--- src/kpd_pkg.sv ---
// Shared types, codes and constants of the keypad selection decoder.
`default_nettype none

package kpd_pkg;

  // Event kinds carried in cmd
  localparam logic [1:0] EV_TICK    = 2'd0;
  localparam logic [1:0] EV_PRESS   = 2'd1;
  localparam logic [1:0] EV_RELEASE = 2'd2;

  // Result actions
  localparam logic [2:0] ACT_NONE = 3'd0;
  localparam logic [2:0] ACT_PLAY = 3'd1;
  localparam logic [2:0] ACT_STOP = 3'd2;
  localparam logic [2:0] ACT_VUP  = 3'd3;
  localparam logic [2:0] ACT_VDN  = 3'd4;

  // Configuration register indexes
  localparam logic [7:0] IDX_TIMEOUT = 8'd0;
  localparam logic [7:0] IDX_STOP    = 8'd1;
  localparam logic [7:0] IDX_VUP     = 8'd2;
  localparam logic [7:0] IDX_VDN     = 8'd3;

  // Configuration reset values
  localparam logic [3:0] RST_TIMEOUT = 4'd5;
  localparam logic [7:0] RST_STOP    = 8'd48;
  localparam logic [7:0] RST_VUP     = 8'd49;
  localparam logic [7:0] RST_VDN     = 8'd50;

  // Character ranges
  localparam logic [7:0] CH_A    = 8'h41;
  localparam logic [7:0] CH_Z    = 8'h5A;
  localparam logic [7:0] CH_ZERO = 8'h30;
  localparam logic [7:0] CH_NINE = 8'h39;

  // Decoder mode, encoded as on mode_now
  typedef enum logic [2:0] {
    MODE_IDLE    = 3'd0,
    MODE_LETTER  = 3'd1,
    MODE_LET_REL = 3'd2,
    MODE_DIGIT   = 3'd3,
    MODE_STOP    = 3'd4,
    MODE_VUP     = 3'd5,
    MODE_VDN     = 3'd6
  } mode_t;

  typedef struct packed {
    logic [3:0] timeout;
    logic [7:0] stop_code;
    logic [7:0] vup_code;
    logic [7:0] vdn_code;
  } cfg_t;

  typedef struct packed {
    logic [2:0] action;
    logic [7:0] song_letter;
    logic [7:0] song_digit;
    logic [2:0] mode_now;
  } res_t;

endpackage

`default_nettype wire

--- src/kpd_if.sv ---
// Valid/ready channel interfaces for key events, results and config writes.
`default_nettype none

interface kpd_in_if;
  logic       valid;
  logic       ready;
  logic [1:0] cmd;
  logic [7:0] key_code;
  modport source (output valid, cmd, key_code, input ready);
  modport sink   (input valid, cmd, key_code, output ready);
endinterface

interface kpd_out_if;
  logic       valid;
  logic       ready;
  logic [2:0] action;
  logic [7:0] song_letter;
  logic [7:0] song_digit;
  logic [2:0] mode_now;
  modport source (output valid, action, song_letter, song_digit, mode_now, input ready);
  modport sink   (input valid, action, song_letter, song_digit, mode_now, output ready);
endinterface

interface kpd_cfg_if;
  logic       valid;
  logic       ready;
  logic [7:0] index;
  logic [7:0] data;
  modport source (output valid, index, data, input ready);
  modport sink   (input valid, index, data, output ready);
endinterface

`default_nettype wire

--- src/kpd_cfg.sv ---
// Configuration register file of the keypad selection decoder.
`default_nettype none

module kpd_cfg
  import kpd_pkg::*;
(
  input  wire logic       clk,
  input  wire logic       rst_n,
  input  wire logic       wr_en,
  input  wire logic [7:0] wr_index,
  input  wire logic [7:0] wr_data,
  output cfg_t            cfg
);

  cfg_t cfg_r;

  // Write one register per beat; unknown indexes are dropped
  always_ff @(posedge clk) begin
    if (!rst_n) begin
      cfg_r.timeout   <= RST_TIMEOUT;
      cfg_r.stop_code <= RST_STOP;
      cfg_r.vup_code  <= RST_VUP;
      cfg_r.vdn_code  <= RST_VDN;
    end else if (wr_en) begin
      case (wr_index)
        IDX_TIMEOUT: cfg_r.timeout   <= wr_data[3:0];
        IDX_STOP:    cfg_r.stop_code <= wr_data;
        IDX_VUP:     cfg_r.vup_code  <= wr_data;
        IDX_VDN:     cfg_r.vdn_code  <= wr_data;
        default: ;
      endcase
    end
  end

  assign cfg = cfg_r;

endmodule

`default_nettype wire

--- src/kpd_core.sv ---
// Mode state machine: decodes one key event per cycle, on cycles with fire high, into a result.
`default_nettype none

module kpd_core
  import kpd_pkg::*;
(
  input  wire logic       clk,
  input  wire logic       rst_n,
  input  wire logic       fire,
  input  wire logic [1:0] cmd,
  input  wire logic [7:0] key_code,
  input  cfg_t            cfg,
  output res_t            res
);

  mode_t      mode_r, mode_nxt;
  logic [7:0] letter_r, letter_nxt;
  logic [7:0] digit_r, digit_nxt;
  logic [3:0] cnt_r, cnt_nxt;
  logic [3:0] cnt_inc;
  logic       is_letter, is_digit, is_press, is_rel, is_tick;

  assign is_letter = key_code inside {[CH_A:CH_Z]};
  assign is_digit  = key_code inside {[CH_ZERO:CH_NINE]};
  assign is_tick   = (cmd == EV_TICK);
  assign is_press  = (cmd == EV_PRESS);
  assign is_rel    = (cmd == EV_RELEASE);
  assign cnt_inc   = cnt_r + 4'd1;

  // Next state
  always_comb begin
    mode_nxt   = mode_r;
    letter_nxt = letter_r;
    digit_nxt  = digit_r;
    cnt_nxt    = cnt_r;
    case (mode_r)
      MODE_LETTER: begin
        if (is_rel && key_code == letter_r) mode_nxt = MODE_LET_REL;
      end
      MODE_LET_REL: begin
        if (is_tick) begin
          // counter wraps mod 16; cleared only on timeout
          if (cnt_inc == cfg.timeout) begin
            cnt_nxt  = 4'd0;
            mode_nxt = MODE_IDLE;
          end else begin
            cnt_nxt = cnt_inc;
          end
        end else if (is_press && is_digit) begin
          digit_nxt = key_code;
          mode_nxt  = MODE_DIGIT;
        end else if (is_press && is_letter) begin
          letter_nxt = key_code;
          mode_nxt   = MODE_LETTER;
        end
      end
      MODE_DIGIT: begin
        if (is_rel && key_code == digit_r) mode_nxt = MODE_IDLE;
      end
      MODE_STOP: begin
        if (is_tick || (is_rel && key_code == cfg.stop_code)) mode_nxt = MODE_IDLE;
      end
      MODE_VUP: begin
        if (is_tick || (is_rel && key_code == cfg.vup_code)) mode_nxt = MODE_IDLE;
      end
      MODE_VDN: begin
        if (is_tick || (is_rel && key_code == cfg.vdn_code)) mode_nxt = MODE_IDLE;
      end
      default: begin
        // idle: letter test first, then special keys in order
        if (is_press) begin
          if (is_letter) begin
            letter_nxt = key_code;
            mode_nxt   = MODE_LETTER;
          end else if (key_code == cfg.stop_code) begin
            mode_nxt = MODE_STOP;
          end else if (key_code == cfg.vup_code) begin
            mode_nxt = MODE_VUP;
          end else if (key_code == cfg.vdn_code) begin
            mode_nxt = MODE_VDN;
          end
        end
      end
    endcase
  end

  // Result of this event
  always_comb begin
    res.action      = ACT_NONE;
    res.song_letter = 8'd0;
    res.song_digit  = 8'd0;
    res.mode_now    = mode_nxt;
    case (mode_r)
      MODE_DIGIT: begin
        if (is_rel && key_code == digit_r) begin
          res.action      = ACT_PLAY;
          res.song_letter = letter_r;
          res.song_digit  = digit_r;
        end
      end
      MODE_STOP: if (is_tick) res.action = ACT_STOP;
      MODE_VUP:  if (is_tick) res.action = ACT_VUP;
      MODE_VDN:  if (is_tick) res.action = ACT_VDN;
      default: ;
    endcase
  end

  // State registers; cmd 3 falls through every arm above and changes nothing
  always_ff @(posedge clk) begin
    if (!rst_n) begin
      mode_r   <= MODE_IDLE;
      letter_r <= 8'd0;
      digit_r  <= 8'd0;
      cnt_r    <= 4'd0;
    end else if (fire) begin
      mode_r   <= mode_nxt;
      letter_r <= letter_nxt;
      digit_r  <= digit_nxt;
      cnt_r    <= cnt_nxt;
    end
  end

endmodule

`default_nettype wire

--- src/keypad_selection_decoder.sv ---
// Keypad selection decoder: input register, mode decoder, result register.
// An event beat is held in the input register, decoded, and its result written
// to the result register, where it is shown until taken downstream.
// Throughput: one event per cycle while the result register is not stalled.
// Reset (rst_n low, synchronous): both stages empty, mode idle, held letter,
// digit and tick count zero, config registers back to their defaults.
`default_nettype none

module keypad_selection_decoder
  import kpd_pkg::*;
(
  input  wire logic  clk,
  input  wire logic  rst_n,
  kpd_in_if.sink     in_ch,
  kpd_out_if.source  out_ch,
  kpd_cfg_if.sink    cfg_ch
);

  logic       in_valid_r;
  logic [1:0] in_cmd_r;
  logic [7:0] in_key_r;
  logic       out_valid_r;
  res_t       out_r;
  res_t       res;
  cfg_t       cfg;
  logic       advance;

  // Output stage frees when empty or being taken
  assign advance      = !out_valid_r || out_ch.ready;
  assign in_ch.ready  = !in_valid_r || advance;
  assign cfg_ch.ready = 1'b1;

  kpd_cfg u_cfg (
    .clk      (clk),
    .rst_n    (rst_n),
    .wr_en    (cfg_ch.valid),
    .wr_index (cfg_ch.index),
    .wr_data  (cfg_ch.data),
    .cfg      (cfg)
  );

  kpd_core u_core (
    .clk      (clk),
    .rst_n    (rst_n),
    .fire     (in_valid_r && advance),
    .cmd      (in_cmd_r),
    .key_code (in_key_r),
    .cfg      (cfg),
    .res      (res)
  );

  // Input register
  always_ff @(posedge clk) begin
    if (!rst_n) begin
      in_valid_r <= 1'b0;
    end else if (in_ch.ready) begin
      in_valid_r <= in_ch.valid;
    end
  end

  always_ff @(posedge clk) begin
    if (in_ch.ready && in_ch.valid) begin
      in_cmd_r <= in_ch.cmd;
      in_key_r <= in_ch.key_code;
    end
  end

  // Result register
  always_ff @(posedge clk) begin
    if (!rst_n) begin
      out_valid_r <= 1'b0;
    end else if (advance) begin
      out_valid_r <= in_valid_r;
    end
  end

  always_ff @(posedge clk) begin
    if (advance && in_valid_r) begin
      out_r <= res;
    end
  end

  assign out_ch.valid       = out_valid_r;
  assign out_ch.action      = out_r.action;
  assign out_ch.song_letter = out_r.song_letter;
  assign out_ch.song_digit  = out_r.song_digit;
  assign out_ch.mode_now    = out_r.mode_now;

endmodule

`default_nettype wire

--- src/flat_wrapper.sv ---
// flat-port wrapper written by rule: the top's interface ports become plain ports
module keypad_selection_decoder_flat import kpd_pkg::*;
  (clk, rst_n, in_ch_valid, in_ch_cmd, in_ch_key_code, in_ch_ready, out_ch_valid, out_ch_action, out_ch_song_letter, out_ch_song_digit, out_ch_mode_now, out_ch_ready, cfg_ch_valid, cfg_ch_index, cfg_ch_data, cfg_ch_ready);
  kpd_in_if in_ch_i ();
  kpd_out_if out_ch_i ();
  kpd_cfg_if cfg_ch_i ();
  input  wire logic clk;
  input  wire logic rst_n;
  input wire logic [$bits(in_ch_i.valid)-1:0] in_ch_valid;
  input wire logic [$bits(in_ch_i.cmd)-1:0] in_ch_cmd;
  input wire logic [$bits(in_ch_i.key_code)-1:0] in_ch_key_code;
  output wire logic [$bits(in_ch_i.ready)-1:0] in_ch_ready;
  output wire logic [$bits(out_ch_i.valid)-1:0] out_ch_valid;
  output wire logic [$bits(out_ch_i.action)-1:0] out_ch_action;
  output wire logic [$bits(out_ch_i.song_letter)-1:0] out_ch_song_letter;
  output wire logic [$bits(out_ch_i.song_digit)-1:0] out_ch_song_digit;
  output wire logic [$bits(out_ch_i.mode_now)-1:0] out_ch_mode_now;
  input wire logic [$bits(out_ch_i.ready)-1:0] out_ch_ready;
  input wire logic [$bits(cfg_ch_i.valid)-1:0] cfg_ch_valid;
  input wire logic [$bits(cfg_ch_i.index)-1:0] cfg_ch_index;
  input wire logic [$bits(cfg_ch_i.data)-1:0] cfg_ch_data;
  output wire logic [$bits(cfg_ch_i.ready)-1:0] cfg_ch_ready;
  assign in_ch_i.valid = in_ch_valid;
  assign in_ch_i.cmd = in_ch_cmd;
  assign in_ch_i.key_code = in_ch_key_code;
  assign in_ch_ready = in_ch_i.ready;
  assign out_ch_valid = out_ch_i.valid;
  assign out_ch_action = out_ch_i.action;
  assign out_ch_song_letter = out_ch_i.song_letter;
  assign out_ch_song_digit = out_ch_i.song_digit;
  assign out_ch_mode_now = out_ch_i.mode_now;
  assign out_ch_i.ready = out_ch_ready;
  assign cfg_ch_i.valid = cfg_ch_valid;
  assign cfg_ch_i.index = cfg_ch_index;
  assign cfg_ch_i.data = cfg_ch_data;
  assign cfg_ch_ready = cfg_ch_i.ready;
  keypad_selection_decoder u_core (.clk(clk), .rst_n(rst_n), .in_ch(in_ch_i), .out_ch(out_ch_i), .cfg_ch(cfg_ch_i));
endmodule
--- config.mk ---
export PLATFORM = sky130hd
export DESIGN_NAME = keypad_selection_decoder_flat
export DESIGN_NICKNAME = d
export VERILOG_FILES = /design/src/kpd_pkg.sv /design/src/kpd_if.sv /design/src/kpd_cfg.sv /design/src/kpd_core.sv /design/src/keypad_selection_decoder.sv /design/src/flat_wrapper.sv
export SDC_FILE = /design/constraint.sdc
export NUM_CORES = 1
export LEC_CHECK = 0
export BUFFER_PORTS_ARGS = -buffer_cell sky130_fd_sc_hd__buf_4
export CAP_MARGIN = 15
export CORE_MARGIN = 2
export CORE_UTILIZATION = 25
export DETAILED_ROUTE_END_ITERATION = 10
export HOLD_SLACK_MARGIN = 0.1
export MAX_ROUTING_LAYER = met4
export SLEW_MARGIN = 20
export SYNTH_ARGS = -nofsm -noshare
export SYNTH_HDL_FRONTEND = slang
export SYNTH_SLANG_ARGS = --single-unit
--- constraint.sdc ---
create_clock -name clk -period 2.5 [get_ports clk]
set_input_delay 0.25 -clock clk [delete_from_list [all_inputs] [get_ports clk]]
set_output_delay 0.25 -clock clk [all_outputs]
set_load 0.01 [all_outputs]
== Word-level counts from Yosys, hierarchy flattened ==
Cells that the tools add are included.
Word-level totals
  logic and storage cells: 101
  flip-flop bits (word level): 85
  output and inout port bits: 25
Cells by class
  reduce and logical (&&, ||, !) cells: 31
  order comparisons: 4
  bitwise operators: 2
  eq/ne operators: 20
  add/subtract/negate cells: 1
  muxes and demuxes: 27
Operators by type and width (count)
  $mux 3: 15
  $eq 8x8->1: 5
  $mux 8: 5
  $pmux 3 s6: 1
  $mux 17: 1
  $eq 8x2->1 const B: 2
  $pmux 8 s2: 1
  $pmux 3 s4: 1
  $logic_and 1x1->1: 11
  $reduce_and 2->1: 5
  $eq 3x3->1 const B: 3
  $eq 8x1->1 const B: 1
  $ge 8x6->1 const B: 1
  $ge 8x7->1 const B: 1
  $le 8x6->1 const B: 1
  $le 8x7->1 const B: 1
  $logic_not 8->1: 1
  $reduce_and 7->1: 1
  $eq 3x2->1 const B: 2
  $ne 2x2->1 const B: 3
  $logic_or 1x1->1: 5
  $reduce_or 5->1: 1
  $add 4x1->4 const B: 1
  $eq 4x4->1: 1
  other kinds (11): 15

== Longest topological paths before layout ==
  depth in word-level cells: 7
  gate-level depth with buffers: 7
  depth with buffers taken out: 7

== Hierarchy ==
From an unflattened synthesis, not the netlist that was laid out.
Unflattened totals
  cells, all modules: 391
  area, all modules: 4254.1 µm²
By module, submodules not included
  kpd_core: times used 1, area an instance 2042.0 µm², cells an instance 240, seq. area each 460.4 µm²
  kpd_cfg: times used 1, area an instance 1136.1 µm², cells an instance 108, seq. area each 560.5 µm²
  keypad_selection_decoder: times used 1, area an instance 1076.0 µm², cells an instance 43, seq. area each 1001.0 µm²

== Worst setup path before layout ==
No wires, ideal clock.
  kind: reg-to-reg
  start: reg u_core.out_valid_r, in the netlist u_core.out_ch.valid
  end: reg u_core.u_core.letter_r[0]
  setup slack: 0.339 ns
  clock period less this slack: 2.161 ns
  arrival: 2.044 ns
  buffers on the path: 0
  cell stages (with the launch flop): 7
  library setup time: 0.117 ns
  path through: dfxtp_1 nor2b_1 nand2b_1 clkinv_1 o2111ai_2 mux2i_1 nor2b_1
Between the ends
  longest elaborated chain between the ends: 4
Ends and longest elaborated chain
  start, declared: line keypad_selection_decoder.sv:22  | logic out_valid_r;
  start signal, assigned: line keypad_selection_decoder.sv:73  | out_valid_r <= in_valid_r;
  $logic_not 1->1: line keypad_selection_decoder.sv:29  | assign advance = !out_valid_r || out_ch.ready;
  $logic_or 1x1->1: line keypad_selection_decoder.sv:29
  $logic_and 1x1->1: line keypad_selection_decoder.sv:45  | .fire (in_valid_r && advance),
  net u_core.u_core.fire: line kpd_core.sv:9  | input wire logic fire,
  $reduce_and 7->1 (no source line)
  end signal, assigned: line kpd_core.sv:117  | letter_r <= letter_nxt;
  end, declared: line kpd_core.sv:17  | logic [7:0] letter_r, letter_nxt;
The timed path passes the listed nets, and every way through them passes these cells.
A chain may end at the register's enable or synchronous reset.

==> impl_metrics.py <==
metrics = {
    "drt": {
        "drt-total-wl_um": 9010,
        "top_layer": "met4",
        "drt_pass1_iterations": 4,
        "drtIter0Drc": 181,
        "met3_length_um": 388,
        "viasPerCell": 4.38,
        "drc": 0,
        "ant_nets": 0,
        "num_vias": 2860,
        "wl_per_cell_um": 13.8,
        "drt-met1-wl_um": 4050,
        "met2_length_um": 4440,
    },
    "clocking": {
        "ctsResizeCount": 0,
        "insertion_delay_ps": 340,
        "cts_buffer_depth": 2,
        "clockRootBuffer": "clkbuf_16",
        "cts_tree": "built",
        "clkTransAtPathRegs_ps": 60,
        "cts_setup_buffers": 0,
        "numCtsBuffers": 9,
        "clock_sinks": 85,
        "hold_buffers": 10,
        "cts_htree_levels": 3,
    },
    "layout": {
        "multi_input_area_um2": 1900,
        "regArea_um2": 2020,
        "postLayoutCoreUtil_pct": 31.8,
        "num-nets-final": 464,
        "num_antenna_cells": 0,
        "nFillCells": 1684,
        "area_delta_synth_final_pct": 24.3,
        "drive_above_1_share_pct": 21.1,
        "fin_cells": 653,
    },
    "global_routing": {
        "track_usage_pct": 11.2,
        "antenna_found_initial": 0,
        "grt_pass1_wl_um": 14800,
        "grt_pass1_vias": 2897,
        "gr-total-overflow": 0,
        "grt_max_degree": 55,
    },
    "synth": {
        "yosys_warnings": 0,
        "yosysMostFrequentCell": "dfxtp_1",
        "synthTopCellsByCount": "dfxtp_1, mux2i_1, nor2b_1",
        "ys_seq_area_share_pct": 49.7,
        "yosysTopAreaCellShare_pct": 26.1,
        "avgSynthCellArea_um2": 11.0,
        "synth.distinct_cells": 57,
        "async_flop_share_pct": 0,
        "yosysTopAreaCell": "dfxtp_1",
        "synthCells": 370,
        "synthFlopType": "dfxtp_1",
        "netlist_area_um2": 4070,
        "synth_enable_flop_cells": 32,
        "synth.net_count": 402,
        "ys_ff_latch": 85,
        "synthTopCellsByArea": "dfxtp_1, edfxtp_1, mux2i_1",
    },
    "flow_run": {
        "maxCapViolCount": 0,
    },
    "die": {
        "rows": 46,
        "die_width_um": 132,
        "start_util_pct": 25.6,
        "io_pins": 56,
        "die-height_um": 132,
        "dieArea_um2": 17300,
        "core_um2": 15900,
    },
    "timing": {
        "hold_ws_ps": 146,
        "rsz0062_at_grt": "false",
        "skew_ps": 5.27,
        "setup_viol": 0,
        "maxSlewHeadroom_pct": 62.8,
        "fmax_mhz": 442,
        "layout_min_cycle_time_ps": 2260,
        "tns_ps": 0,
        "finalHoldViolCount": 0,
        "fin_crit_sh_pct": 90.4,
        "worst_pin_slew_ps": 557,
        "slew_viol_final": 0,
    },
    "critical_path": {
        "cp_data_required_time_ps": 2580,
        "crit_path_max_incr_delay_ps": 600,
        "cp_slowest_cell": "or4_4",
        "cp.arrival_ps": 2340,
        "critPathKind": "register to register",
        "path_delay_family": "simple AND/OR/NAND/NOR gates",
        "critical_path_buf_inv_count": 0,
        "crit_fanout": 9,
        "critPathLaunchType": "register",
        "cp-end-kind": "register",
        "cp_cell_sequence": "or4_4 -> nor2_2 -> nor3_2 -> o21bai_4 -> a221oi_1 -> nor2_1",
    },
    "power": {
        "ir_drop_v": 0.000522,
        "power_density_nw_per_um2": 591,
        "leakage_nw": 2.09,
    },
    "min_path": {
        "hold_class": "primary input to register",
    },
    "place": {
        "dp.cells": 627,
        "gp_congestion": 0.863,
        "dpl.hpwl_um": 6730,
        "io_buffers": 54,
    },
    "status": {
        "outcome": "completed",
    },
}
## sequential cells by signal, indices dropped and copies added, names as in the netlist, 3 cells and up
signal                     flops
u_core.u_cfg.cfg              28
u_core.in_key_r                8
u_core.out_ch.song_digit       8
u_core.out_ch.song_letter      8
u_core.u_core.digit_r          8
u_core.u_core.letter_r         8
u_core.u_core.cnt_r            4
u_core.out_ch.action           3
u_core.out_ch.mode_now         3
u_core.u_core.mode_r           3
## cell type report
type / count / area share, %
inverters: 4 / 0.297
well taps: 216 / 5.34
repair buffers: 74 / 11.5
clock buffers: 14 / 5.22
flip-flops and latches: 85 / 40.0
multi-input cells: 258 / 37.5
clock inverters: 2 / 0.198
## cell usage in the layout (no fill, tap or decap), types with 6 or more instances in the layout
master / count
a21oi_1: 7
and3_1: 20
buf_4: 64
clkbuf_16: 9
dfxtp_1: 53
dlygate4sd3_1: 10
edfxtp_1: 32
mux2i_1: 37
nand2_1: 18
nand3_1: 6
nand4_1: 7
nor2_1: 14
nor2b_1: 34
o21ai_0: 8
xnor2_1: 22
xor2_1: 24
## kinds of logic after synthesis
logic type | synth area share, %
simple gates | 20.4
flops | 49.7
xor+xnor | 9.90
compound gates | 6.77
mux | 9.10
buf+inv | 3.69
fa+ha+maj | 0.307
other cells | 0.0922
## routing by layer
metal | vias up | global-route usage (%)
met5 | - | -
met2 | 52 | 18.4
met1 | 1363 | 12.9
li1 | 1432 | -
met3 | 13 | 3.94
met4 | 0 | 3.20
## power breakdown
part           internal [mW]  switching, mW  total (mW)
Combinational          0.124          0.116       0.240
Sequential              1.47         0.0410        1.51
Clock                  0.725          0.514        1.24
Total                   2.32          0.671        2.99
## worst reg2reg max path: stages (launching register included)
cell      delay [ps]
edfxtp_1         590
or4_4            610
nor2_2           100
nor3_2            70
o21bai_4         190
a221oi_1         360
nor2_1            90
## path summary, 6_finish.rpt
| check | start | end | slack [ps] | depth (start not counted) |
|---|---|---|---|---|
| worst max-delay path | u_core.in_key_r[0] | u_core.out_ch.mode_now[0] | 240 | 6 |
| worst min-delay path | cfg_ch_data[5] | u_core.u_cfg.cfg[21] | 150 | 3 |
| worst max register to register | u_core.in_key_r[0] | u_core.out_ch.mode_now[0] | 240 | 6 |
| worst min register to register | u_core.u_cfg.cfg[21] | u_core.u_cfg.cfg[21] | 510 | 2 |
## per-stage QoR
step / instance area [um^2] / power [mW] / worst slack (ps)
detailed placement: 4680 / 1.77 / 229
global route: 5060 / 3.12 / 118
floorplan: 4070 / 1.67 / 339
finish: 5060 / 2.99 / 240
global placement: 4680 / 1.77 / 222
CTS: 5060 / 3.03 / 216
No activity file was read; power rests on OpenSTA's default activity.
